[src/sv/stt_pkg.sv]
`default_nettype none

package stt_pkg;

    typedef enum logic [2:0] {
        OP_TICK  = 3'd0,
        OP_ALLOC = 3'd1,
        OP_FREE  = 3'd2,
        OP_INIT  = 3'd3,
        OP_START = 3'd4
    } t_op;

    typedef enum logic [1:0] {
        ST_UNUSED  = 2'd0,
        ST_ALLOC   = 2'd1,
        ST_RUNNING = 2'd2
    } t_status;

    typedef enum logic [1:0] {
        S_IDLE,
        S_ALLOC,
        S_TICK,
        S_FLUSH
    } t_state;

    localparam logic KindAlloc  = 1'b0;
    localparam logic KindExpire = 1'b1;

    localparam int MaxResults = 32;
    localparam int CntW       = $clog2(MaxResults + 1);
    localparam int QueueDepth = 2;
    localparam int PtrW       = $clog2(QueueDepth);

    typedef struct packed {
        t_op         op;
        logic [4:0]  idx;
        logic [31:0] timeout;
        logic [3:0]  queue;
        logic [7:0]  payload;
    } t_cmd;

    typedef struct packed {
        logic        kind;
        logic [4:0]  slot;
        logic        ok;
        logic [3:0]  queue;
        logic [7:0]  payload;
        logic [31:0] ticks;
        logic        last;
    } t_result;

endpackage

`default_nettype wire

[src/sv/software_timer_table_top.sv]
`default_nettype none

// Channel   Dir  Transfer payload
// s_axis    in   tuser: action[2:0]; tdata: timer_index, timeout_ticks, dest_queue,
//                payload_byte
// m_axis    out  tuser: event_kind; tdata: slot, alloc_ok, out_queue, out_payload,
//                ticks_seen; tlast: last
//
// Free, set destination and start are carried out in the idle state as they are popped.
// Allocate runs through the pop, its walk over the status entries and then the load
// of the reply.
// A tick runs through the pop, one entry per cycle through the countdown memory read port
// while no result stall holds the sweep, the drain of that read pipeline, then the
// release of the marked last event.
// Reset is synchronous and marks every entry unused; no clearing pass is needed.
// A stalled result output holds the sweep once a further expiry must be passed on; a
// two-entry command queue keeps accepting until it is full.

module software_timer_table_top #(
    parameter int NUM_TIMERS = 32
) (
    input  wire logic        i_clk,
    input  wire logic        i_rst_n,
    input  wire logic        i_s_axis_tvalid,
    output logic             o_s_axis_tready,
    // [4:0] timer_index, [36:5] timeout_ticks, [40:37] dest_queue,
    // [48:41] payload_byte, [55:49] zero
    input  wire logic [55:0] i_s_axis_tdata,
    // [2:0] action
    input  wire logic [2:0]  i_s_axis_tuser,
    output logic             o_m_axis_tvalid,
    input  wire logic        i_m_axis_tready,
    // [4:0] slot, [5] alloc_ok, [9:6] out_queue, [17:10] out_payload,
    // [49:18] ticks_seen, [55:50] zero
    output logic [55:0]      o_m_axis_tdata,
    // [0] event_kind
    output logic [0:0]       o_m_axis_tuser,
    output logic             o_m_axis_tlast
);
    import stt_pkg::*;

    logic    q_full;
    logic    q_empty;
    logic    push;
    logic    pop;
    t_cmd    push_cmd;
    t_cmd    head_cmd;
    t_result result;

    stt_front #(
        .NUM_TIMERS (NUM_TIMERS)
    ) u_front (
        .i_valid   (i_s_axis_tvalid),
        .i_action  (i_s_axis_tuser),
        .i_index   (i_s_axis_tdata[4:0]),
        .i_timeout (i_s_axis_tdata[36:5]),
        .i_queue   (i_s_axis_tdata[40:37]),
        .i_payload (i_s_axis_tdata[48:41]),
        .i_q_full  (q_full),
        .o_ready   (o_s_axis_tready),
        .o_push    (push),
        .o_cmd     (push_cmd)
    );

    stt_queue u_queue (
        .i_clk   (i_clk),
        .i_rst_n (i_rst_n),
        .i_push  (push),
        .i_cmd   (push_cmd),
        .i_pop   (pop),
        .o_full  (q_full),
        .o_empty (q_empty),
        .o_cmd   (head_cmd)
    );

    stt_back #(
        .NUM_TIMERS (NUM_TIMERS)
    ) u_back (
        .i_clk     (i_clk),
        .i_rst_n   (i_rst_n),
        .i_q_empty (q_empty),
        .i_cmd     (head_cmd),
        .o_pop     (pop),
        .o_valid   (o_m_axis_tvalid),
        .i_ready   (i_m_axis_tready),
        .o_result  (result)
    );

    assign o_m_axis_tdata = {6'd0, result.ticks, result.payload, result.queue,
                             result.ok, result.slot};
    assign o_m_axis_tuser = result.kind;
    assign o_m_axis_tlast = result.last;

endmodule

`default_nettype wire

[src/sv/stt_front.sv]
`default_nettype none

module stt_front #(
    parameter int NUM_TIMERS = 32
) (
    input  wire logic          i_valid,
    input  wire logic [2:0]    i_action,
    input  wire logic [4:0]    i_index,
    input  wire logic [31:0]   i_timeout,
    input  wire logic [3:0]    i_queue,
    input  wire logic [7:0]    i_payload,
    input  wire logic          i_q_full,
    output logic               o_ready,
    output logic               o_push,
    output stt_pkg::t_cmd      o_cmd
);
    import stt_pkg::*;

    logic in_range;
    logic keep;

    assign in_range = {27'd0, i_index} < 32'(NUM_TIMERS);
    assign o_ready  = !i_q_full;

    always_comb begin
        unique case (i_action)
            OP_TICK, OP_ALLOC: begin
                keep = 1'b1;
            end
            OP_FREE, OP_INIT, OP_START: begin
                keep = in_range;
            end
            default: begin
                keep = 1'b0;
            end
        endcase
    end

    // Unknown actions and out-of-range entries are consumed without a queue slot.
    assign o_push        = i_valid && !i_q_full && keep;
    assign o_cmd.op      = t_op'(i_action);
    assign o_cmd.idx     = i_index;
    assign o_cmd.timeout = i_timeout;
    assign o_cmd.queue   = i_queue;
    assign o_cmd.payload = i_payload;

endmodule

`default_nettype wire

[src/sv/stt_queue.sv]
`default_nettype none

module stt_queue (
    input  wire logic          i_clk,
    input  wire logic          i_rst_n,
    input  wire logic          i_push,
    input  wire stt_pkg::t_cmd i_cmd,
    input  wire logic          i_pop,
    output logic               o_full,
    output logic               o_empty,
    output stt_pkg::t_cmd      o_cmd
);
    import stt_pkg::*;

    t_cmd            r_mem [QueueDepth];
    logic [PtrW-1:0] r_wp;
    logic [PtrW-1:0] r_rp;
    logic [PtrW:0]   r_cnt;
    logic            do_push;
    logic            do_pop;

    assign o_full  = r_cnt == (PtrW + 1)'(QueueDepth);
    assign o_empty = r_cnt == '0;
    assign do_push = i_push && !o_full;
    assign do_pop  = i_pop && !o_empty;
    assign o_cmd   = r_mem[r_rp];

    always_ff @(posedge i_clk) begin
        if (do_push) begin
            r_mem[r_wp] <= i_cmd;
        end
    end

    always_ff @(posedge i_clk) begin
        if (!i_rst_n) begin
            r_wp  <= '0;
            r_rp  <= '0;
            r_cnt <= '0;
        end else begin
            if (do_push) begin
                r_wp <= r_wp + 1'b1;
            end
            if (do_pop) begin
                r_rp <= r_rp + 1'b1;
            end
            if (do_push && !do_pop) begin
                r_cnt <= r_cnt + 1'b1;
            end else if (do_pop && !do_push) begin
                r_cnt <= r_cnt - 1'b1;
            end
        end
    end

endmodule

`default_nettype wire

[src/sv/stt_back.sv]
`default_nettype none

module stt_back #(
    parameter int NUM_TIMERS = 32
) (
    input  wire logic          i_clk,
    input  wire logic          i_rst_n,
    input  wire logic          i_q_empty,
    input  wire stt_pkg::t_cmd i_cmd,
    output logic               o_pop,
    output logic               o_valid,
    input  wire logic          i_ready,
    output stt_pkg::t_result   o_result
);
    import stt_pkg::*;

    localparam int IW = (NUM_TIMERS > 1) ? $clog2(NUM_TIMERS) : 1;
    localparam logic [IW-1:0] LastIdx = IW'(NUM_TIMERS - 1);

    t_state          r_state, n_state;
    t_status         r_status [NUM_TIMERS];
    logic [31:0]     r_rem    [NUM_TIMERS];
    logic [11:0]     r_qp     [NUM_TIMERS];
    logic [31:0]     r_rem_q;
    logic [11:0]     r_qp_q;
    logic [IW-1:0]   r_idx, n_idx;
    logic            r_iss, n_iss;
    logic            r_pv, n_pv;
    logic [IW-1:0]   r_pidx, n_pidx;
    logic [CntW-1:0] r_cnt, n_cnt;
    logic [31:0]     r_ticks, n_ticks;
    t_result         r_pend, n_pend;
    logic            r_pend_v, n_pend_v;
    t_result         r_out, n_out;
    logic            r_out_v, n_out_v;

    logic [IW-1:0]   cmd_idx;
    logic            can_load;
    logic [31:0]     rem_dec;
    logic            proc_run;
    logic            proc_exp;
    logic            report;
    logic            adv;
    logic            rd_en;
    logic            rem_we;
    logic [IW-1:0]   rem_wa;
    logic [31:0]     rem_wd;
    logic            qp_we;
    logic            st_we;
    logic [IW-1:0]   st_wa;
    t_status         st_wd;

    assign cmd_idx  = IW'(i_cmd.idx);
    assign can_load = !r_out_v || i_ready;
    assign rem_dec  = r_rem_q - 32'd1;
    assign proc_run = r_pv && (r_status[r_pidx] == ST_RUNNING);
    assign proc_exp = proc_run && (rem_dec == 32'd0);
    assign report   = proc_exp && (r_cnt < CntW'(MaxResults));
    assign adv      = !(report && r_pend_v && !can_load);

    assign o_valid  = r_out_v;
    assign o_result = r_out;

    always_comb begin
        n_state  = r_state;
        n_idx    = r_idx;
        n_iss    = r_iss;
        n_pv     = r_pv;
        n_pidx   = r_pidx;
        n_cnt    = r_cnt;
        n_ticks  = r_ticks;
        n_pend   = r_pend;
        n_pend_v = r_pend_v;
        n_out    = r_out;
        n_out_v  = r_out_v && !i_ready;
        o_pop    = 1'b0;
        rd_en    = 1'b0;
        rem_we   = 1'b0;
        rem_wa   = cmd_idx;
        rem_wd   = i_cmd.timeout;
        qp_we    = 1'b0;
        st_we    = 1'b0;
        st_wa    = cmd_idx;
        st_wd    = ST_UNUSED;
        unique case (r_state)
            S_IDLE: begin
                if (!i_q_empty) begin
                    o_pop = 1'b1;
                    unique case (i_cmd.op)
                        OP_TICK: begin
                            n_ticks = r_ticks + 32'd1;
                            n_idx   = '0;
                            n_iss   = 1'b1;
                            n_pv    = 1'b0;
                            n_cnt   = '0;
                            n_state = S_TICK;
                        end
                        OP_ALLOC: begin
                            n_idx   = '0;
                            n_state = S_ALLOC;
                        end
                        OP_FREE: begin
                            st_we = 1'b1;
                            st_wd = ST_UNUSED;
                        end
                        OP_INIT: begin
                            qp_we = 1'b1;
                        end
                        OP_START: begin
                            rem_we = 1'b1;
                            st_we  = 1'b1;
                            st_wd  = ST_RUNNING;
                        end
                        default: begin
                        end
                    endcase
                end
            end
            S_ALLOC: begin
                st_wa = r_idx;
                if (r_status[r_idx] == ST_UNUSED) begin
                    st_we    = 1'b1;
                    st_wd    = ST_ALLOC;
                    n_pend   = '{kind: KindAlloc, slot: 5'(r_idx), ok: 1'b1, queue: 4'd0,
                                 payload: 8'd0, ticks: 32'd0, last: 1'b1};
                    n_pend_v = 1'b1;
                    n_state  = S_FLUSH;
                end else if (r_idx == LastIdx) begin
                    n_pend   = '{kind: KindAlloc, slot: 5'd0, ok: 1'b0, queue: 4'd0,
                                 payload: 8'd0, ticks: 32'd0, last: 1'b1};
                    n_pend_v = 1'b1;
                    n_state  = S_FLUSH;
                end else begin
                    n_idx = r_idx + 1'b1;
                end
            end
            S_TICK: begin
                if (adv) begin
                    rd_en  = r_iss;
                    n_pv   = r_iss;
                    n_pidx = r_idx;
                    if (r_iss) begin
                        if (r_idx == LastIdx) begin
                            n_iss = 1'b0;
                        end else begin
                            n_idx = r_idx + 1'b1;
                        end
                    end
                    if (proc_run) begin
                        rem_we = 1'b1;
                        rem_wa = r_pidx;
                        rem_wd = rem_dec;
                    end
                    if (proc_exp) begin
                        st_we = 1'b1;
                        st_wa = r_pidx;
                        st_wd = ST_ALLOC;
                    end
                    // The newest event waits in the pending register until it is known
                    // whether a later one follows.
                    if (report) begin
                        if (r_pend_v) begin
                            n_out   = r_pend;
                            n_out_v = 1'b1;
                        end
                        n_pend   = '{kind: KindExpire, slot: 5'(r_pidx), ok: 1'b0,
                                     queue: r_qp_q[11:8], payload: r_qp_q[7:0],
                                     ticks: r_ticks, last: 1'b0};
                        n_pend_v = 1'b1;
                        n_cnt    = r_cnt + 1'b1;
                    end
                    if (!r_iss && !r_pv) begin
                        n_state = S_FLUSH;
                    end
                end
            end
            S_FLUSH: begin
                if (!r_pend_v) begin
                    n_state = S_IDLE;
                end else if (can_load) begin
                    n_out      = r_pend;
                    n_out.last = 1'b1;
                    n_out_v    = 1'b1;
                    n_pend_v   = 1'b0;
                    n_state    = S_IDLE;
                end
            end
            default: begin
                n_state = S_IDLE;
            end
        endcase
    end

    always_ff @(posedge i_clk) begin
        if (rem_we) begin
            r_rem[rem_wa] <= rem_wd;
        end
        if (rd_en) begin
            r_rem_q <= r_rem[r_idx];
        end
    end

    always_ff @(posedge i_clk) begin
        if (qp_we) begin
            r_qp[cmd_idx] <= {i_cmd.queue, i_cmd.payload};
        end
        if (rd_en) begin
            r_qp_q <= r_qp[r_idx];
        end
    end

    always_ff @(posedge i_clk) begin
        if (!i_rst_n) begin
            for (int i = 0; i < NUM_TIMERS; i++) begin
                r_status[i] <= ST_UNUSED;
            end
        end else if (st_we) begin
            r_status[st_wa] <= st_wd;
        end
    end

    always_ff @(posedge i_clk) begin
        if (!i_rst_n) begin
            r_state  <= S_IDLE;
            r_iss    <= 1'b0;
            r_pv     <= 1'b0;
            r_cnt    <= '0;
            r_ticks  <= 32'd0;
            r_pend_v <= 1'b0;
            r_out_v  <= 1'b0;
        end else begin
            r_state  <= n_state;
            r_iss    <= n_iss;
            r_pv     <= n_pv;
            r_cnt    <= n_cnt;
            r_ticks  <= n_ticks;
            r_pend_v <= n_pend_v;
            r_out_v  <= n_out_v;
        end
    end

    always_ff @(posedge i_clk) begin
        r_idx  <= n_idx;
        r_pidx <= n_pidx;
        r_pend <= n_pend;
        r_out  <= n_out;
    end

    a_cnt_bound: assert property (@(posedge i_clk) disable iff (!i_rst_n)
        r_cnt <= CntW'(MaxResults))
        else $error("expiry report count exceeds its limit");

    a_idle_no_pend: assert property (@(posedge i_clk) disable iff (!i_rst_n)
        (r_state == S_IDLE) |-> !r_pend_v)
        else $error("pending result left behind when returning to idle");

    a_alloc_last: assert property (@(posedge i_clk) disable iff (!i_rst_n)
        (r_out_v && (r_out.kind == KindAlloc)) |-> r_out.last)
        else $error("allocation reply without the last marker");

    a_pipe_in_tick: assert property (@(posedge i_clk) disable iff (!i_rst_n)
        (r_pv || r_iss) |-> (r_state == S_TICK))
        else $error("sweep pipeline active outside a tick");

endmodule

`default_nettype wire
[config.mk]
export PLATFORM = sky130hd
export DESIGN_NAME = software_timer_table_top
export DESIGN_NICKNAME = d
export VERILOG_FILES = /design/src/sv/stt_pkg.sv /design/src/sv/software_timer_table_top.sv /design/src/sv/stt_front.sv /design/src/sv/stt_queue.sv /design/src/sv/stt_back.sv
export SDC_FILE = /design/constraint.sdc
export NUM_CORES = 2
export LEC_CHECK = 0
export BUFFER_PORTS_ARGS = -buffer_cell sky130_fd_sc_hd__buf_2
export CAP_MARGIN = 10
export CORE_ASPECT_RATIO = 0.75
export CORE_MARGIN = 5
export CORE_UTILIZATION = 25
export CTS_CLUSTER_SIZE = 12
export DETAILED_ROUTE_END_ITERATION = 16
export SETUP_SLACK_MARGIN = 0.3
export SYNTH_ARGS = -nofsm -noshare
export SYNTH_HDL_FRONTEND = slang
export SYNTH_SLANG_ARGS = --single-unit
[constraint.sdc]
create_clock -name i_clk -period 9.75 [get_ports i_clk]
set_input_delay 1.95 -clock i_clk [delete_from_list [all_inputs] [get_ports i_clk]]
set_output_delay 1.95 -clock i_clk [all_outputs]
set_load 0.02 [all_outputs]
* After elaboration in Yosys (flattened, before gate mapping)
Memory sizes are Yosys's and may differ from the RTL's. A register that Yosys moved wholly into a read port is not among the register bits. Index checks and enable logic that the tools add are counted.
Operators by class: add/subtract/negate cells 8, $lt $le $gt $ge 1, equality and inequality tests 28, muxes and demuxes 108, bitwise logic cells 2, reduce and logical (&&, ||, !) cells 48
Operator list (number):
- 2-to-1 mux 52 bit | 9
- case mux 52 bit (2 select lines) | 2
- 2-to-1 mux 32 bit | 3
- 2-to-1 mux 5 bit | 14
- 2-to-1 mux 1 bit | 51
- adder 32 x 1 -> 32 bit (second input constant) | 1
- zero test 32 bit | 1
- subtractor 32 x 1 -> 32 bit (second input constant) | 1
- 2-to-1 mux 2 bit | 13
- 2-to-1 mux 6 bit | 4
- AND reduction 6 bit | 3
- case mux 5 bit (3 select lines) | 1
- logical AND 1 bit | 13
- == test 3 x 2 -> 1 bit (second input constant) | 4
- != test 2 x 1 -> 1 bit (second input constant) | 6
- case mux 6 bit (2 select lines) | 1
- AND reduction 4 bit | 3
- != test 2 bit (second input constant) | 5
- case mux 5 bit (2 select lines) | 1
- zero test 1 bit | 9
- == test 2 bit (second input constant) | 4
- case mux 1 bit (2 select lines) | 4
- case mux 2 bit (4 select lines) | 1
- nonzero test 2 bit | 4
- 25 further kinds | 37
Word-level totals: register bits 162, memory bits (writable) 1576, input bits 63, output and inout port bits 60, word-level logic and storage cells 225, memories kept 4
Memory list:
- u_back.r_rem | words 32, width 32, read ports 1, clocked after Yosys merged registers in 1, write ports 1, RTL line stt_back.sv:22 | logic [31:0] r_rem [NUM_TIMERS];
- u_back.r_qp | words 32, width 12, read ports 1, clocked after Yosys merged registers in 1, write ports 1, RTL line stt_back.sv:23 | logic [11:0] r_qp [NUM_TIMERS];
- u_queue.r_mem | words 2, width 52, read ports 1, clocked after Yosys merged registers in 1, write ports 1, RTL line stt_queue.sv:15 | t_cmd r_mem [QueueDepth];
- u_back.r_status | words 32, width 2, read ports 2, clocked after Yosys merged registers in 2, write ports 32, RTL line stt_back.sv:21 | t_status r_status [NUM_TIMERS];

* Logic depth before layout (Yosys ltp)
depth after elaboration 13, gate-level depth with buffers 15, mapped depth without buffers 11

* Hierarchy
From an unflattened synthesis, not the netlist that was laid out.
Unflattened totals: cells, all modules 3562, area, all modules 71567.4 um^2
Modules (own cells, without submodules):
- stt_back | instances 1, cells each 3313, area each 67128.1 um^2, seq. area each 50028.0 um^2
- stt_queue | instances 1, cells each 187, area each 3985.1 um^2, seq. area each 3223.1 um^2
- stt_front | instances 1, cells each 55, area each 405.4 um^2, seq. area each 0.0 um^2
- software_timer_table_top | instances 1, cells each 7, area each 48.8 um^2, seq. area each 0.0 um^2

* Worst setup path after synthesis
No wires, ideal clock.
kind register to register, start point register u_back.r_rem_q[0] (read register of u_back.r_rem), end point register u_back.r_pend[0] in the netlist's numbering, enable pin, data arrival time 6.798 ns, path slack 2.413 ns, cell stages (with the launch flop) 12, buffers on the path 2, cells stage by stage edfxtp_1 -> inv_1 -> ha_1 -> buf_2 -> or4b_1 -> buf_2 -> or4b_4 -> o21a_1 -> nor3_2 -> and4_1 -> nand4b_1 -> a211oi_1
On the way: cells in the longest elaborated chain, start to end 8
Ends and longest elaborated chain:
- from (decl) | RTL line stt_back.sv:24 | logic [31:0] r_rem_q;
- subtractor 32 x 1 -> 32 bit * | RTL line stt_back.sv:55 | assign rem_dec = r_rem_q - 32'd1;
- zero test 32 bit * | RTL line stt_back.sv:57 | assign proc_exp = proc_run && (rem_dec == 32'd0);
- logical AND 1 bit * | RTL line stt_back.sv:57
- logical AND 1 bit * | RTL line stt_back.sv:58 | assign report = proc_exp && (r_cnt < CntW'(MaxResults));
- logical AND 1 bit (2 in a row) | RTL line stt_back.sv:59 | assign adv = !(report && r_pend_v && !can_load);
- != test 2 bit (no line)
- AND reduction 4 bit (no line) *
- to (signal assigned) | RTL line stt_back.sv:245 | r_pend <= n_pend;
- to (decl) | RTL line stt_back.sv:32 | t_result r_pend, n_pend;
Every way passes the cells marked *; elsewhere a longest branch is shown, timed or not. A chain may end at the register's enable or synchronous reset.

* Worst setup path after layout
start point register u_back.r_rem_q[0] (read register of u_back.r_rem), end point memory u_back.r_rem[0][18], enable pin
On the way: cells in the longest elaborated chain, start to end 10
Ends and longest elaborated chain:
- subtractor 32 x 1 -> 32 bit * | RTL line stt_back.sv:55
- zero test 32 bit * | RTL line stt_back.sv:57
- logical AND 1 bit * | RTL line stt_back.sv:57
- logical AND 1 bit * | RTL line stt_back.sv:58
- logical AND 1 bit * (2 in a row) | RTL line stt_back.sv:59
- 2-to-1 mux 1 bit | RTL line stt_back.sv:138 | if (adv) begin
- case mux 1 bit (2 select lines) | RTL line stt_back.sv:85 | unique case (r_state)
- 2-to-1 mux 1 bit | RTL line stt_back.sv:195 | if (rem_we) begin
- 2-to-1 mux 1 bit (not written as such) | RTL line stt_back.sv:196 | r_rem[rem_wa] <= rem_wd;
- to (decl) | RTL line stt_back.sv:22
Marked as above.

==> results.yml <==
power:
  power_density_mw_per_mm2: 253
  power.leakage_nw: 24.2
  design_power_total_mw: 20.4
  vdd.ir_drop.worst_v: 0.000198
global_routing:
  grt.total_usage: 0.113
  antenna_found_initial: 11
  grt_pass1_vias: 34400
  grt_max_degree: 139
  grt-ovfl-total: 0
  grt_pass1_wl_um: 247000
detailed_routing:
  detailroute.wirelength.met3_um: 15000
  initial_drt_pass_iterations: 5
  route.layer.met1.wl_um: 78300
  wire_per_inst_um: 23.1
  via_count_of_the_routed_design: 34700
  first_iter_violations: 4144
  drt-vias-per-instance: 4.68
  highest-signal-layer: "met4"
  met2RoutedLength_um: 75300
  drc: 0
  final_antenna_net_count: 0
  wl_um: 171000
finish:
  fraction_of_layout_cells_with_a_size_suffix_above_1: 0.277
  insertedDiodeCount: 0
  syn_to_final_growth_pct: 14.8
  fillerInstances: 27100
  multiInputGateArea_mm2: 0.0167
  ff_latch_area_mm2: 0.0533
  fin_nets: 3697
placement:
  gpl.final_weighted_congestion: 0.797
  hpwlAfterDp_um: 92200
  port_buffers: 109
timing:
  setup_violators_final: 0
  drv_slew: 0
  final.period_utilization: 0.724
  max_slew.worst_pin.slew_ns: 1.23
  min_period_ns: 7.06
  setup_total_negative_slack_ns: 0
  report.final.hold_viol_count: 0
  final.hold.worst_slack_ns: 0.387
  grt_setup_unrepaired: "no"
  maxSlewHeadroom: 0.181
  clock.fmax_mhz: 142
  fin_worst_skew_ns: 0.0414
logic_synthesis:
  ys.flop_type: "sky130_fd_sc_hd__edfxtp_1"
  avgSynthCellArea_um2: 20.6
  post_synth_main_area_contributors: "sky130_fd_sc_hd__edfxtp_1, sky130_fd_sc_hd__mux4_2, sky130_fd_sc_hd__dfxtp_1"
  cell_taking_the_most_area_after_synthesis: "sky130_fd_sc_hd__edfxtp_1"
  synth.cell_area_mm2: 0.0704
  synth-seq-cells: 1793
  yosysMostFrequentCell: "sky130_fd_sc_hd__edfxtp_1"
  synth_top_area_frac: 0.740
  post_syn_instances: 3422
  async_reset_ff_frac: 0
  synth.yosys.seq_area_share: 0.757
  yosysUniqueCellTypes: 74
  ys_top_cells_by_count: "sky130_fd_sc_hd__edfxtp_1, sky130_fd_sc_hd__mux4_2, sky130_fd_sc_hd__nor2_1"
  ys_warn_count: 0
  synth_enable_flop_cells: 1734
floorplan:
  floorplan.die_area_mm2: 0.292
  die_width_um: 623
  row_count: 168
  core-area_mm2: 0.280
  die_height_um: 469
  io-pin-count: 123
  initial_core_util: 0.252
setup_path:
  worst_ep_required_time_ns: 10.18
  nature_of_the_critical_path_endpoint: "flop"
  setup.worst_path.start_class: "flop"
  critical_path_arrival_ns: 7.49
  top_fanout_value_on_the_critical_path: 61
  critical_path_class: "flop to flop"
cts:
  cts-root-to-sink-buffers: 4
  cts_max_level: 4
  clkSlewWorstSetupHoldPaths_ns: 0.06
  clk-insertion-delay-late_ns: 0.81
  cts_sinks: 1793
  post-cts-setup-buffer-count: 0
  cts.root.buffer_cell: "sky130_fd_sc_hd__clkbuf_16"
  cts_hold_buf: 0
  cts-resized-gates: 0
  cts_inserted_buffers: 176
  cts_tree: "yes"
run:
  cap_viol_max_count: 0
min_path:
  hold_path.class: "flop to flop"
outcome:
  outcome: "finished clean"
-- routing by layer --
| metal | vias up | GRT usage |
|---|---|---|
| met4 | 0 | 0.0181 |
| met1 | 18500 | 0.172 |
| met5 | - | 0 |
| met3 | 230 | 0.0252 |
| li1 | 14400 | - |
| met2 | 1519 | 0.167 |
-- layout by cell type (no fill, tap or decap), types with 9 or more instances in the layout --
| cell | count |
|---|---|
| sky130_fd_sc_hd__a31oi_1 | 11 |
| sky130_fd_sc_hd__nor3b_1 | 16 |
| sky130_fd_sc_hd__buf_2 | 109 |
| sky130_fd_sc_hd__nand2_1 | 76 |
| sky130_fd_sc_hd__ha_1 | 9 |
| sky130_fd_sc_hd__clkbuf_16 | 178 |
| sky130_fd_sc_hd__a211oi_1 | 11 |
| sky130_fd_sc_hd__clkbuf_1 | 39 |
| sky130_fd_sc_hd__o21ai_2 | 10 |
| sky130_fd_sc_hd__or3_1 | 14 |
| sky130_fd_sc_hd__nor2_1 | 107 |
| sky130_fd_sc_hd__o21ai_0 | 56 |
| sky130_fd_sc_hd__xnor2_1 | 39 |
| sky130_fd_sc_hd__xor2_1 | 23 |
| sky130_fd_sc_hd__nand3_1 | 47 |
| sky130_fd_sc_hd__mux2i_1 | 37 |
| sky130_fd_sc_hd__buf_4 | 85 |
| sky130_fd_sc_hd__mux4_2 | 441 |
| sky130_fd_sc_hd__nor2b_1 | 11 |
| sky130_fd_sc_hd__nor3_1 | 58 |
| sky130_fd_sc_hd__dfxtp_1 | 58 |
| sky130_fd_sc_hd__nor2_4 | 34 |
| sky130_fd_sc_hd__and2_1 | 76 |
| sky130_fd_sc_hd__o21ai_1 | 20 |
| sky130_fd_sc_hd__edfxtp_1 | 1734 |
| sky130_fd_sc_hd__nand4_1 | 16 |
| sky130_fd_sc_hd__nor2_2 | 24 |
| sky130_fd_sc_hd__a21oi_1 | 18 |
| sky130_fd_sc_hd__mux2_2 | 64 |
| sky130_fd_sc_hd__nor4_1 | 14 |
| sky130_fd_sc_hd__inv_1 | 34 |
| sky130_fd_sc_hd__nor3_2 | 14 |
-- final timing paths --
path,start,end,slack (ns),cells past startpoint
max reg2reg,u_back.r_rem_q[0],u_back.r_rem[0][18],2.69,12
max,u_back.r_rem_q[0],u_back.r_rem[0][18],2.69,12
min,u_back.r_pend[29],u_back.o_result[29],0.39,0
min reg2reg,u_back.r_pend[29],u_back.o_result[29],0.39,0
-- state kept, by name, summed over array words and instances, names as in the netlist, named ones only --
register         flops
u_back.o_valid       1
u_back.r_status     64
u_back.r_ticks      32
u_back.r_state       2
u_queue.r_wp         1
u_back.r_pv          1
u_queue.r_cnt        2
u_back.r_pend_v      1
u_back.r_idx         5
u_back.r_pend       52
u_back.r_iss         1
u_back.r_rem_q      32
u_back.r_qp_q       12
u_back.r_cnt         6
u_back.r_pidx        5
u_queue.r_mem      104
u_back.r_rem      1024
u_back.o_result     52
u_queue.r_rp         1
u_back.r_qp        384
-- area by class of cell --
class,count,share of cell area
inverters,35,0.00163
clock inverters,8,0.000744
clock buffers,217,0.0570
repair buffers,205,0.0169
multi-input cells,1413,0.206
flip-flops and latches,1793,0.659
well taps,3740,0.0579
-- stage by stage --
stage,instance area (um^2),setup WS (ns),util,instances
global route,80800,2.31,0.289,7411
CTS,80700,2.76,0.288,7404
finish,80800,2.69,0.289,7411
global placement,76000,2.86,0.272,7179
detailed placement,76000,2.78,0.272,7179
floorplan,70400,2.41,-,3427
-- power by group --
part / leakage (nW) / switching, mW / total [mW] / internal, mW
logic: 5.68 / 2.85 / 4.97 / 2.12
registers: 16.2 / 0.154 / 9.50 / 9.34
clock network: 2.27 / 2.71 / 5.98 / 3.27
total: 24.2 / 5.71 / 20.4 / 14.7
-- critical path, cell delays in order (launching register included) --
cell	delay [ns]
sky130_fd_sc_hd__edfxtp_1	0.50
sky130_fd_sc_hd__inv_1	0.12
sky130_fd_sc_hd__ha_1	0.34
sky130_fd_sc_hd__or4b_1	0.65
sky130_fd_sc_hd__or3_1	0.46
sky130_fd_sc_hd__nor4b_2	0.40
sky130_fd_sc_hd__nor3_2	0.09
sky130_fd_sc_hd__and4_1	0.42
sky130_fd_sc_hd__a211oi_4	0.86
sky130_fd_sc_hd__buf_4	0.80
sky130_fd_sc_hd__a31oi_2	0.56
sky130_fd_sc_hd__nor2_4	0.94
sky130_fd_sc_hd__buf_4	0.51
-- kinds of logic (layout without fill, tap and decap cells) --
kind of cell               after synthesis  count (layout)  share of synthesized area
xor gates and xnor gates                62              62                    0.00772
adders and majority gates               10              10                    0.00178
muxes                                  542             542                      0.157
and+or+nand+nor                        582             582                     0.0449
DFF                                   1793            1793                      0.757
other                                    1               6                  0.0000533
buffers and inverters                  221             465                     0.0129
AOI/OAI and AO/OA                      211             211                     0.0193
No activity file was read; power rests on OpenSTA's default activity.
